File: src/rtl/csmacd_pkg.sv
package csmacd_pkg;

  // Frame store depth and the address width that follows from it.
  localparam int MAX_FRAME = 64;
  localparam int STORE_AW  = $clog2(MAX_FRAME);

  // Item operations carried in the slave tuser.
  localparam logic [1:0] OP_LOAD  = 2'd0;
  localparam logic [1:0] OP_START = 2'd1;
  localparam logic [1:0] OP_TICK  = 2'd2;

  // Register indexes on the configuration port.
  localparam logic [1:0] REG_FPM  = 2'd0;
  localparam logic [1:0] REG_FLEN = 2'd1;
  localparam logic [1:0] REG_JAM  = 2'd2;
  localparam logic [1:0] REG_MBE  = 2'd3;

  // Line phases of the transmitter.
  localparam logic [2:0] PH_IDLE    = 3'd0;
  localparam logic [2:0] PH_WAIT    = 3'd1;
  localparam logic [2:0] PH_SEND    = 3'd2;
  localparam logic [2:0] PH_JAM     = 3'd3;
  localparam logic [2:0] PH_BACKOFF = 3'd4;

  typedef struct packed {
    logic [7:0] fpm;
    logic [6:0] flen;
    logic [7:0] jam;
    logic [3:0] mbe;
  } cfg_t;

  typedef struct packed {
    logic [1:0]  operation;
    logic [5:0]  load_index;
    logic [7:0]  data_byte;
    logic        line_busy;
    logic [7:0]  line_byte;
    logic [15:0] random_value;
  } item_t;

  typedef struct packed {
    logic       tx_valid;
    logic [7:0] tx_byte;
    logic       jamming;
    logic       collision;
    logic       frame_sent;
    logic       message_done;
    logic [3:0] attempt_count;
    logic       active;
  } res_t;

  // Commands from the controller to the datapath.
  typedef struct packed {
    logic capture;
    logic rd_next;
    logic latch_expect;
    logic exec;
    logic load_out;
  } ctrl_cmd_t;

  // Status from the datapath to the controller.
  typedef struct packed {
    logic backoff_go;
    logic mod_done;
    logic out_free;
  } dp_stat_t;

endpackage

File: src/rtl/csmacd_regs.sv
module csmacd_regs (
  input  logic               clk,
  input  logic               rst,
  input  logic               psel,
  input  logic               penable,
  input  logic               pwrite,
  input  logic [3:0]         paddr,
  input  logic [31:0]        pwdata,
  output logic [31:0]        prdata,
  output logic               pready,
  output csmacd_pkg::cfg_t   cfg
);
  import csmacd_pkg::*;

  logic wr_en;

  assign pready = 1'b1;
  assign wr_en  = psel & penable & pwrite;

  // Register writes in the access cycle of a write transaction.
  always_ff @(posedge clk) begin
    if (rst) begin
      cfg.fpm  <= 8'd1;
      cfg.flen <= 7'd1;
      cfg.jam  <= 8'd0;
      cfg.mbe  <= 4'd10;
    end else if (wr_en) begin
      case (paddr[3:2])
        REG_FPM:  cfg.fpm  <= pwdata[7:0];
        REG_FLEN: cfg.flen <= pwdata[6:0];
        REG_JAM:  cfg.jam  <= pwdata[7:0];
        REG_MBE:  cfg.mbe  <= pwdata[3:0];
        default: ;
      endcase
    end
  end

  // Read-back multiplexer.
  always_comb begin
    case (paddr[3:2])
      REG_FPM:  prdata = {24'd0, cfg.fpm};
      REG_FLEN: prdata = {25'd0, cfg.flen};
      REG_JAM:  prdata = {24'd0, cfg.jam};
      REG_MBE:  prdata = {28'd0, cfg.mbe};
      default:  prdata = 32'd0;
    endcase
  end

endmodule

File: src/rtl/csmacd_mod.sv
module csmacd_mod (
  input  logic        clk,
  input  logic        rst,
  input  logic        start,
  input  logic [15:0] value,
  input  logic [3:0]  expo,
  output logic        done,
  output logic [14:0] rem
);

  logic        busy;
  logic [15:0] x;
  logic [3:0]  e;
  logic [15:0] modulus;
  logic [15:0] fold;

  // Remainder by 2^e - 1: fold the high part onto the low part until the
  // value no longer exceeds the modulus. Each fold strictly shrinks it.
  assign modulus = (16'd1 << e) - 16'd1;
  assign fold    = (x & modulus) + (x >> e);
  assign done    = busy && (x <= modulus);
  assign rem     = (x == modulus) ? 15'd0 : x[14:0];

  always_ff @(posedge clk) begin
    if (rst) begin
      busy <= 1'b0;
    end else if (start) begin
      busy <= 1'b1;
    end else if (done) begin
      busy <= 1'b0;
    end
  end

  always_ff @(posedge clk) begin
    if (start) begin
      x <= value;
      e <= expo;
    end else if (busy && !done) begin
      x <= fold;
    end
  end

endmodule

File: src/rtl/csmacd_dpath.sv
module csmacd_dpath (
  input  logic                   clk,
  input  logic                   rst,
  input  csmacd_pkg::cfg_t       cfg,
  input  csmacd_pkg::item_t      item_in,
  input  csmacd_pkg::ctrl_cmd_t  cmd,
  output csmacd_pkg::dp_stat_t   stat,
  input  logic                   out_take,
  output logic                   out_valid,
  output csmacd_pkg::res_t       out_res
);
  import csmacd_pkg::*;

  // Frame store and its registered read port.
  logic [7:0]          store [MAX_FRAME];
  logic [7:0]          rd_data;
  logic [STORE_AW-1:0] rd_addr;
  logic [6:0]          exp_pos;

  // Captured item and the expected readback byte.
  item_t      item;
  logic [7:0] expect_byte;

  // Transmitter state.
  logic [2:0]  phase, phase_next;
  logic [6:0]  byte_position, byte_position_next;
  logic [3:0]  attempt, attempt_next;
  logic [14:0] backoff_left, backoff_left_next;
  logic [7:0]  frames_done, frames_done_next;

  // Per-item flags held until the result is loaded.
  logic       p_tv, p_jm, p_col, p_fs, p_md;
  logic [7:0] p_tb;
  logic       tv, jm, col, fs, md, go;
  logic [7:0] tb;

  logic [6:0]  len_eff;
  logic [7:0]  fpm_eff;
  logic [3:0]  cap;
  logic [4:0]  att_inc;
  logic [3:0]  att_bo;
  logic [6:0]  bp_inc;
  logic [7:0]  fd_inc;
  logic        mod_done;
  logic [14:0] mod_rem;

  // Effective register values with zero and overrange cases folded in.
  assign len_eff = (cfg.flen == 7'd0) ? 7'd1 :
                   ((cfg.flen > 7'(MAX_FRAME)) ? 7'(MAX_FRAME) : cfg.flen);
  assign fpm_eff = (cfg.fpm == 8'd0) ? 8'd1 : cfg.fpm;
  assign cap     = (cfg.mbe == 4'd0) ? 4'd1 : cfg.mbe;
  assign att_inc = {1'b0, attempt} + 5'd1;
  assign att_bo  = (att_inc > {1'b0, cap}) ? cap : att_inc[3:0];
  assign bp_inc  = byte_position + 7'd1;
  assign fd_inc  = frames_done + 8'd1;

  // First read fetches the byte driven last tick, the second the next one.
  assign exp_pos = (byte_position != 7'd0) ? (byte_position - 7'd1) : 7'd0;
  assign rd_addr = cmd.rd_next ?
                   ((phase == PH_WAIT) ? '0 : byte_position[STORE_AW-1:0]) :
                   exp_pos[STORE_AW-1:0];

  always_ff @(posedge clk) begin
    if (cmd.exec && item.operation == OP_LOAD) begin
      store[item.load_index] <= item.data_byte;
    end
    rd_data <= store[rd_addr];
  end

  always_ff @(posedge clk) begin
    if (cmd.capture) begin
      item <= item_in;
    end
    if (cmd.latch_expect) begin
      expect_byte <= rd_data;
    end
  end

  // Next state of one item.
  always_comb begin
    phase_next         = phase;
    byte_position_next = byte_position;
    attempt_next       = attempt;
    backoff_left_next  = backoff_left;
    frames_done_next   = frames_done;
    tv  = 1'b0;
    tb  = 8'd0;
    jm  = 1'b0;
    col = 1'b0;
    fs  = 1'b0;
    md  = 1'b0;
    go  = 1'b0;
    case (item.operation)
      OP_START: begin
        if (phase == PH_IDLE) begin
          phase_next         = PH_WAIT;
          frames_done_next   = 8'd0;
          attempt_next       = 4'd0;
          byte_position_next = 7'd0;
          backoff_left_next  = 15'd0;
        end
      end
      OP_TICK: begin
        case (phase)
          PH_WAIT: begin
            if (!item.line_busy) begin
              tv = 1'b1;
              tb = rd_data;
              byte_position_next = 7'd1;
              phase_next = PH_SEND;
            end
          end
          PH_SEND: begin
            if (item.line_byte != expect_byte) begin
              col = 1'b1;
              tv  = 1'b1;
              tb  = cfg.jam;
              jm  = 1'b1;
              byte_position_next = 7'd1;
              phase_next = PH_JAM;
              go = (len_eff <= 7'd1);
            end else if (byte_position < len_eff) begin
              tv = 1'b1;
              tb = rd_data;
              byte_position_next = bp_inc;
            end else begin
              fs = 1'b1;
              attempt_next       = 4'd0;
              byte_position_next = 7'd0;
              frames_done_next   = fd_inc;
              if (fd_inc >= fpm_eff) begin
                md = 1'b1;
                phase_next = PH_IDLE;
              end else begin
                phase_next = PH_WAIT;
              end
            end
          end
          PH_JAM: begin
            tv = 1'b1;
            tb = cfg.jam;
            jm = 1'b1;
            byte_position_next = bp_inc;
            go = (bp_inc >= len_eff);
          end
          PH_BACKOFF: begin
            if (backoff_left != 15'd0) begin
              backoff_left_next = backoff_left - 15'd1;
            end
            if (backoff_left <= 15'd1) begin
              phase_next = PH_WAIT;
            end
          end
          default: ;
        endcase
      end
      default: ;
    endcase
    // Jam complete: raise the attempt count up to the limit; the backoff length follows.
    if (go) begin
      attempt_next       = att_bo;
      byte_position_next = 7'd0;
    end
  end

  csmacd_mod u_mod (
    .clk   (clk),
    .rst   (rst),
    .start (cmd.exec & go),
    .value (item.random_value),
    .expo  (att_bo),
    .done  (mod_done),
    .rem   (mod_rem)
  );

  // State update at execution and at the end of the backoff computation.
  always_ff @(posedge clk) begin
    if (rst) begin
      phase         <= PH_IDLE;
      byte_position <= 7'd0;
      attempt       <= 4'd0;
      backoff_left  <= 15'd0;
      frames_done   <= 8'd0;
    end else if (cmd.exec) begin
      phase         <= phase_next;
      byte_position <= byte_position_next;
      attempt       <= attempt_next;
      backoff_left  <= backoff_left_next;
      frames_done   <= frames_done_next;
    end else if (mod_done) begin
      backoff_left <= mod_rem;
      phase        <= (mod_rem != 15'd0) ? PH_BACKOFF : PH_WAIT;
    end
  end

  always_ff @(posedge clk) begin
    if (cmd.exec) begin
      p_tv  <= tv;
      p_tb  <= tb;
      p_jm  <= jm;
      p_col <= col;
      p_fs  <= fs;
      p_md  <= md;
    end
  end

  // Output register, freed when the master-side transaction completes.
  always_ff @(posedge clk) begin
    if (rst) begin
      out_valid <= 1'b0;
    end else if (cmd.load_out) begin
      out_valid <= 1'b1;
    end else if (out_take) begin
      out_valid <= 1'b0;
    end
  end

  always_ff @(posedge clk) begin
    if (cmd.load_out) begin
      out_res.tx_valid      <= p_tv;
      out_res.tx_byte       <= p_tb;
      out_res.jamming       <= p_jm;
      out_res.collision     <= p_col;
      out_res.frame_sent    <= p_fs;
      out_res.message_done  <= p_md;
      out_res.attempt_count <= attempt;
      out_res.active        <= (phase != PH_IDLE);
    end
  end

  assign stat.backoff_go = go;
  assign stat.mod_done   = mod_done;
  assign stat.out_free   = !out_valid || out_take;

endmodule

File: src/rtl/csmacd_ctrl.sv
module csmacd_ctrl (
  input  logic                   clk,
  input  logic                   rst,
  input  logic                   in_valid,
  output logic                   in_ready,
  input  csmacd_pkg::dp_stat_t   stat,
  output csmacd_pkg::ctrl_cmd_t  cmd
);
  import csmacd_pkg::*;

  localparam logic [2:0] ST_IN  = 3'd0;
  localparam logic [2:0] ST_RD0 = 3'd1;
  localparam logic [2:0] ST_RD1 = 3'd2;
  localparam logic [2:0] ST_EXE = 3'd3;
  localparam logic [2:0] ST_MOD = 3'd4;
  localparam logic [2:0] ST_OUT = 3'd5;

  logic [2:0] state, state_next;

  assign in_ready = (state == ST_IN);

  // Sequencing of one item: capture, two store reads, execute, optional
  // backoff remainder, then hand-off to the output register.
  always_comb begin
    state_next       = state;
    cmd.capture      = 1'b0;
    cmd.rd_next      = 1'b0;
    cmd.latch_expect = 1'b0;
    cmd.exec         = 1'b0;
    cmd.load_out     = 1'b0;
    case (state)
      ST_IN: begin
        if (in_valid) begin
          cmd.capture = 1'b1;
          state_next  = ST_RD0;
        end
      end
      ST_RD0: begin
        state_next = ST_RD1;
      end
      ST_RD1: begin
        cmd.rd_next      = 1'b1;
        cmd.latch_expect = 1'b1;
        state_next       = ST_EXE;
      end
      ST_EXE: begin
        cmd.exec   = 1'b1;
        state_next = stat.backoff_go ? ST_MOD : ST_OUT;
      end
      ST_MOD: begin
        if (stat.mod_done) begin
          state_next = ST_OUT;
        end
      end
      ST_OUT: begin
        if (stat.out_free) begin
          cmd.load_out = 1'b1;
          state_next   = ST_IN;
        end
      end
      default: begin
        state_next = ST_IN;
      end
    endcase
  end

  always_ff @(posedge clk) begin
    if (rst) begin
      state <= ST_IN;
    end else begin
      state <= state_next;
    end
  end

endmodule

File: src/rtl/csma_cd_frame_transmitter.sv
// Channel   Direction  Transaction
// s_*       in         one item: load, start or line tick
// m_*       out        one result per item
// APB       in         register writes and reads, always ready
//
// Each item goes through capture, two frame store reads on the single read
// port, execute and hand-off, which loads its result into the output register.
// An item that ends a jam also waits in the folding remainder unit that sizes
// the backoff.
// Reset is synchronous, active high. A stalled m_tready holds the hand-off.
// The next item is accepted while a result still waits on a stalled m_tready.
module csma_cd_frame_transmitter (
  input  logic        clk,
  input  logic        rst,
  input  logic        s_tvalid,
  output logic        s_tready,
  // [5:0] load_index, [13:6] data_byte, [14] line_busy, [22:15] line_byte,
  // [38:23] random_value, [39] zero
  input  logic [39:0] s_tdata,
  // [1:0] operation
  input  logic [1:0]  s_tuser,
  output logic        m_tvalid,
  input  logic        m_tready,
  // [0] tx_valid, [8:1] tx_byte, [9] collision, [10] frame_sent,
  // [11] message_done, [15:12] attempt_count, [16] active, [23:17] zero
  output logic [23:0] m_tdata,
  // [0] jamming
  output logic        m_tuser,
  input  logic        psel,
  input  logic        penable,
  input  logic        pwrite,
  input  logic [3:0]  paddr,
  input  logic [31:0] pwdata,
  output logic [31:0] prdata,
  output logic        pready
);
  import csmacd_pkg::*;

  cfg_t      cfg;
  item_t     item_in;
  ctrl_cmd_t cmd;
  dp_stat_t  stat;
  res_t      res;

  // Unpack the slave-side transaction.
  assign item_in.operation    = s_tuser;
  assign item_in.load_index   = s_tdata[5:0];
  assign item_in.data_byte    = s_tdata[13:6];
  assign item_in.line_busy    = s_tdata[14];
  assign item_in.line_byte    = s_tdata[22:15];
  assign item_in.random_value = s_tdata[38:23];

  csmacd_regs u_regs (
    .clk     (clk),
    .rst     (rst),
    .psel    (psel),
    .penable (penable),
    .pwrite  (pwrite),
    .paddr   (paddr),
    .pwdata  (pwdata),
    .prdata  (prdata),
    .pready  (pready),
    .cfg     (cfg)
  );

  csmacd_ctrl u_ctrl (
    .clk      (clk),
    .rst      (rst),
    .in_valid (s_tvalid),
    .in_ready (s_tready),
    .stat     (stat),
    .cmd      (cmd)
  );

  csmacd_dpath u_dpath (
    .clk       (clk),
    .rst       (rst),
    .cfg       (cfg),
    .item_in   (item_in),
    .cmd       (cmd),
    .stat      (stat),
    .out_take  (m_tvalid & m_tready),
    .out_valid (m_tvalid),
    .out_res   (res)
  );

  // Pack the master-side transaction.
  assign m_tdata = {7'd0, res.active, res.attempt_count, res.message_done,
                    res.frame_sent, res.collision, res.tx_byte, res.tx_valid};
  assign m_tuser = res.jamming;

endmodule

File: config.mk
export PLATFORM = sky130hd
export DESIGN_NAME = csma_cd_frame_transmitter
export DESIGN_NICKNAME = d
export VERILOG_FILES = /design/src/rtl/csmacd_pkg.sv /design/src/rtl/csmacd_regs.sv /design/src/rtl/csmacd_mod.sv /design/src/rtl/csmacd_dpath.sv /design/src/rtl/csmacd_ctrl.sv /design/src/rtl/csma_cd_frame_transmitter.sv
export SDC_FILE = /design/constraint.sdc
export NUM_CORES = 1
export LEC_CHECK = 0
export BUFFER_PORTS_ARGS = -buffer_cell sky130_fd_sc_hd__clkbuf_2
export CORE_AREA = 8 8 271 273
export CTS_BUF_LIST = sky130_fd_sc_hd__clkbuf_2 sky130_fd_sc_hd__clkbuf_4 sky130_fd_sc_hd__clkbuf_8
export CTS_CLUSTER_DIAMETER = 80
export CTS_CLUSTER_SIZE = 14
export DETAILED_ROUTE_END_ITERATION = 16
export DIE_AREA = 0 0 279 281
export GPL_TIMING_DRIVEN = 0
export PLACE_DENSITY = 0.7
export SLEW_MARGIN = 40
export SYNTH_ARGS = -nofsm -noshare
export SYNTH_HDL_FRONTEND = slang
export SYNTH_SLANG_ARGS = --single-unit
File: constraint.sdc
create_clock -name clk -period 4.3 [get_ports clk]
set_clock_uncertainty 0.15 [all_clocks]
set_input_delay 0 -clock clk [delete_from_list [all_inputs] [get_ports clk]]
set_output_delay 0 -clock clk [all_outputs]
set_load 0.02 [all_outputs]
# ---- After elaboration in Yosys (flattened, before gate mapping)
# Memory sizes are Yosys's and may differ from the RTL's. A register that Yosys moved wholly into a read port is not among the register bits.
# Cells that the tools add are included.
dict set report word_totals {
  regBits 169
  ram_bits 512
  inputBits 85
  output_inout_bits 60
  n_memories 1
}
# memory depth width read_ports rd_ports_with_merged_regs write_ports line_no
set memory_table {}
lappend memory_table {u_dpath.store 64 8 1 1 1 csmacd_dpath.sv:15} ;# logic [7:0] store [MAX_FRAME];
dict set report classes {
  n_addsub 7
  order_cmp 8
  eq_ne 37
  n_shift 2
  muxes 79
  bitwise_logic 7
  reduce_logical 36
}
# op count
set ops {}
lappend ops {{32-bit case mux with 4 select lines} 1}
lappend ops {{15-bit two-way mux} 6}
lappend ops {{8-bit two-way mux} 8}
lappend ops {{7-bit two-way mux} 7}
lappend ops {{3-bit two-way mux} 11}
lappend ops {{16-bit two-way mux} 2}
lappend ops {{15-bit case mux with 2 select lines} 1}
lappend ops {{15-bit nonzero test} 2}
lappend ops {{4-bit two-way mux} 7}
lappend ops {{8-bit case mux with 3 select lines} 1}
lappend ops {{1-bit two-way mux} 21}
lappend ops {{7-bit case mux with 3 select lines} 1}
lappend ops {{6-bit two-way mux} 3}
lappend ops {{3-bit case mux with 6 select lines} 1}
lappend ops {{16-bit adder} 1}
lappend ops {{16-bit AND} 1}
lappend ops {{16-bit == test} 1}
lappend ops {{16-bit less-or-equal comparator} 1}
lappend ops {{8-bit case mux with 2 select lines} 1}
lappend ops {{1-bit by 4-bit << shifter with 16-bit output (first input constant)} 1}
lappend ops {{16-bit by 4-bit right shift with 16-bit output} 1}
lappend ops {{16-bit by 1-bit subtractor with 16-bit output (second input constant)} 1}
lappend ops {{15-bit by 1-bit less-or-equal comparator with 1-bit output (second input constant)} 1}
lappend ops {{15-bit by 1-bit subtractor with 15-bit output (second input constant)} 1}
lappend ops {{other kinds (51)} 94}

# ---- Logic depth before layout (Yosys ltp)
dict set report logic_depth {
  word_depth 9
  ltp_mapped 20
}

# ---- Hierarchy
# A second synthesis with hierarchy kept.
dict set report hier_totals {
  cells_unflattened 2639
  area_unflattened_um2 31564.0
}
# module instances cells_each area_each_um2
set modules_own_cells {}
lappend modules_own_cells {csmacd_dpath 1 2077 26705.6}
lappend modules_own_cells {csmacd_mod 1 374 3065.4}
lappend modules_own_cells {csmacd_regs 1 152 1508.9}
lappend modules_own_cells {csmacd_ctrl 1 27 221.5}
lappend modules_own_cells {csma_cd_frame_transmitter 1 9 62.6}

# ---- Worst setup path after synthesis
# OpenSTA, ideal clock, no wires.
dict set report synth_timing {
  path_kind {reg2reg}
  startpoint {register u_dpath.u_mod.e[0]}
  endpoint {register u_dpath.backoff_left[0]}
  setup_ns 0.137
  arrival_time_ns 4.454
  setup_slack_ns -0.441
  stages_incl_launch_ff 20
  n_path_buf 7
  period_less_slack_ns 4.741
  cell_sequence {edfxtp_1 clkbuf_1 buf_1 buf_1 nand3_1 ha_1 clkbuf_1 nand2_1 o21ai_0 a22o_1 a21o_1 ha_1 nor4_1 nand4_1 and2_1 clkbuf_1 a221oi_1 clkbuf_1 clkbuf_1 a211oi_1}
}
dict set report synth_via {
  elab_chain_cells 6
}
# item line_no
set synth_rtl {}
lappend synth_rtl {{start: declaration} csmacd_mod.sv:13} ;# logic [3:0] e;
lappend synth_rtl {{start signal: assignment} csmacd_mod.sv:37} ;# e <= expo;
lappend synth_rtl {{1-bit by 4-bit << shifter with 16-bit output *} csmacd_mod.sv:19} ;# assign modulus = (16'd1 << e) - 16'd1;
lappend synth_rtl {{16-bit by 1-bit subtractor with 16-bit output *} csmacd_mod.sv:19}
lappend synth_rtl {{16-bit less-or-equal comparator / 16-bit == test (equally long branches)} {csmacd_mod.sv:21, csmacd_mod.sv:22}}
lappend synth_rtl {{1-bit logical AND / 15-bit two-way mux (equally long branches)} {csmacd_mod.sv:21, csmacd_mod.sv:22}}
lappend synth_rtl {{2-bit nonzero test (no line) / 15-bit two-way mux (equally long branches)} -}
lappend synth_rtl {{5-bit AND reduction (no line) / 15-bit two-way mux (equally long branches)} -}
lappend synth_rtl {{end signal: assignment} csmacd_dpath.sv:188} ;# backoff_left <= backoff_left_next;
lappend synth_rtl {{end signal: assignment} csmacd_dpath.sv:191} ;# backoff_left <= mod_rem;
lappend synth_rtl {{end: declaration} csmacd_dpath.sv:28} ;# logic [14:0] backoff_left, backoff_left_next;
# Mark *: on every way between the ends. The rest lies on a longest branch, timed or not. The select of a mux whose other input is x is not followed.
# A chain may end at the register's enable or synchronous reset.

# ---- Final worst setup path
dict set report layout_timing {
  startpoint {register u_dpath.u_mod.e[1]}
  endpoint {register u_dpath.backoff_left[6]}
}
# Same word-level chain as after synthesis.

==> results.md <==
- Setup crit start: u_dpath.u_mod.e[1]$_DFFE_PP_
- First-pass GRT wire length: 125000 microns
- Placer Congestion: 0.945
- Largest net degree at the start of global routing: 31
- Total number of vias: 21300
- Initial core utilization: 43.4%
- Clk_lat worst skew: 750 ps
- Final Cycle Share: 98.7%
- Vias in the first global route: 20900
- Crit start category: flip-flop
- Min cycle time layout: 4240 ps
- Crit path kind: reg -> reg
- Share of cells above drive strength 1: 17.0%
- Hpwl dp: 56600 microns
- Die W: 279 microns
- Clock sink total: 689
- Number of synthesized flops with an enable pin: 612
- Total track usage: 20.2%
- Die area: 0.0784 sq mm
- Row count: 97
- Clk slew on worst S/H paths: 90 ps
- Worst r2r path cells: 20
- Cells after Synth: 2362
- Storage cell area: 0.0199 sq mm
- Maxcap violations: 0
- Routed wire per std cell: 22.4 microns
- PwrDens: 355 mW/mm^2
- YS warnings: 0
- Gr ovfl total: 0
- Count of cell types in the netlist: 80
- Antenna violations before repair: 2
- Fill cell total of the finished layout: 5797
- Worst Path Max Fanout: 10
- Syn_area_per_cell: 12.7 sq um
- Root buffer cell: clkbuf_8
- HP Class: in -> reg
- Post-route cell area: 0.0352 sq mm
- H-tree depth: 2
- DRC Markers: 0
- Register area share after synthesis: 66.2%
- Max Fclk: 236 MHz
- Slew margin rel.: 41.7%
- Max-slew violations: 0
- Ys flop type: edfxtp_1
- Synth async-reset ratio: 0%
- TritonCTS clock tree: done
- Lkg Pwr: 0.0122 uW
- Final hold vios: 0
- Multi-input combinational cell area: 0.00970 sq mm
- Slack of the critical path: 55.4 ps
- Crit path DAT: 4640 ps
- Fin nets: 2868
- Core Footprint: 0.0693 sq mm
- Die height: 281 microns
- Slew @ Worst Pin: 871 ps
- Max Root-Sink Buffers: 3
- Port bufs: 84
- Cell area after synthesis: 0.0301 sq mm
- Detail Route Antenna Nets: 0
- Vias/cell: 5.80
- Crit end category: flip-flop
- Hold depth: 4
- Worst EP required: 4700 ps
- # IOs: 145
- Status: complete, no violations
- Area after DPL: 0.0322 sq mm
- Synth Register Bits: 689
- Place WS: -1300 ps
- TNS Setup: 0 ps
- Total wire length: 82400 microns
- Hold wc startpoint: pwdata[1]
- Worst R2R Start: u_dpath.u_mod.e[1]$_DFFE_PP_
- Synth-to-layout area growth: 16.9%
- # setup viols final: 0
- 1st-iter DRT viols: 2302
- DRT Pass-1 Iters: 8
- Peak supply drop: 0.331 mV
- Total CTS buffers: 56
final timing paths:
check                                                            end  slack, ps
worst max register to register  u_dpath.backoff_left[6]$_SDFFE_PP0P_         60
worst min register to register         u_dpath.out_res[16]$_DFFE_PP_        270
worst max-delay path            u_dpath.backoff_left[6]$_SDFFE_PP0P_         60
worst min-delay path                      u_regs.cfg[1]$_SDFFE_PP1P_         50
cell usage after synthesis, types with 25 or more instances:
cell type / n / area (sq um)
edfxtp_1: 612 / 18400
nand2_1: 336 / 1260
nor2_1: 181 / 679
o22ai_1: 142 / 888
a31oi_1: 99 / 619
ha_1: 84 / 1050
dfxtp_1: 77 / 1540
a21oi_1: 73 / 365
clkbuf_1: 62 / 233
nand3_1: 51 / 255
o21ai_0: 51 / 255
inv_1: 50 / 188
mux2i_1: 47 / 470
buf_2: 41 / 205
buf_4: 38 / 285
o221ai_1: 25 / 219
layout make-up:
cell class / count / share of cell area (%)
diodes: 2 / 0.0142
plain buffers: 162 / 2.70
clock buffers: 91 / 2.94
clock inverters: 6 / 0.238
inverters: 53 / 0.619
multi-input cells: 1488 / 27.6
flip-flops and latches: 689 / 56.7
well taps: 940 / 3.34
repair buffers: 248 / 5.90
metrics by stage:
step	util, %	total power [uW]	hold WS (ps)	instances
after CTS	50.1	12500	3.89	3663
final	50.7	12500	50.7	3679
after detailed placement	46.5	8790	28.7	3451
after global placement	45.9	8660	28.5	3418
after floorplan	-	8310	-51.1	2394
after global routing	50.7	12900	47.4	3678
metal layers:
layer	routed length, microns	part of all wire, %	global-route usage, %
met2	40100	49	34.2
met1	33100	40	26.5
met4	2460	3.0	6.64
met5	0	0	0
met3	6740	8.2	3.36
repair_timing:
action | 4_1_cts | 5_1_grt
resized for setup | 49 | 84
endpoints found under the hold margin | 145 | 0
setup endpoints to repair | 60 | 293
cloned | 1 | 0
pin swaps | 8 | 17
setup buffers | 7 | 14
hold buffers | 109 | 0
flip-flops by register name, summed over array words and instances, names as in the netlist, 3 cells and up:
register / count
u_dpath.store: 512
u_dpath.item: 41
u_regs.cfg: 27
u_dpath.out_res: 18
u_dpath.u_mod.x: 16
u_dpath.backoff_left: 15
u_dpath.expect_byte: 8
u_dpath.frames_done: 8
u_dpath.p_tb: 8
u_dpath.rd_data: 8
u_dpath.byte_position: 7
u_dpath.attempt: 4
u_dpath.u_mod.e: 4
u_ctrl.state: 3
u_dpath.phase: 3
cell families (layout without fill, tap and decap cells):
family                   after synthesis  in the layout  share of synthesized area, %
AO/OA/AOI/OAI                        546            546                          12.2
XOR/XNOR                              44             44                          1.28
adder cells (fa/ha/maj)               85             85                          3.56
buffers and inverters                217            560                          3.55
flip-flops                           689            689                          66.2
multiplexers                          69             69                          2.84
other                                  2             36                        0.0250
AND/OR/NAND/NOR                      710            710                          10.4
cell usage in the layout, fill, tap and decap left out, drive strengths merged, types with 11 or more instances in the layout:
master / instances
edfxtp: 612
nor2b: 17
dlygate4sd3: 109
dfxtp: 77
o221ai: 25
conb: 34
nor3: 23
a211oi: 18
nor4: 21
buf: 157
nand3: 51
a311oi: 15
nand2: 336
mux4: 11
or3: 11
nor2: 183
o22ai: 142
a31oi: 99
a22oi: 23
mux2i: 48
ha: 84
xnor2: 22
clkbuf: 235
inv: 53
o21ai: 51
a21oi: 73
o211ai: 14
xor2: 22
power by group:
group,total [uW],internal [uW],switching (uW)
registers,7670,7570,99.7
logic,1100,382,720
clock network,3720,1550,2170
total,12500,9500,2990
worst max-delay path: stages, from the launching register on:
cell        delay (ps)
edfxtp_1           420
buf_6              180
clkinvlp_4         160
nand3_2            120
ha_4               190
or2_4              240
nor3_2             100
a21oi_1             70
o21ai_2            250
inv_1               70
ha_1               170
nor2b_1            130
o21ai_1            170
a21boi_2            90
o41ai_2            400
o211ai_1           140
buf_4              200
a221oi_4           360
clkbuf_8           210
clkbuf_4           200
a211oi_1            90
No activity file was read; power rests on OpenSTA's default activity.
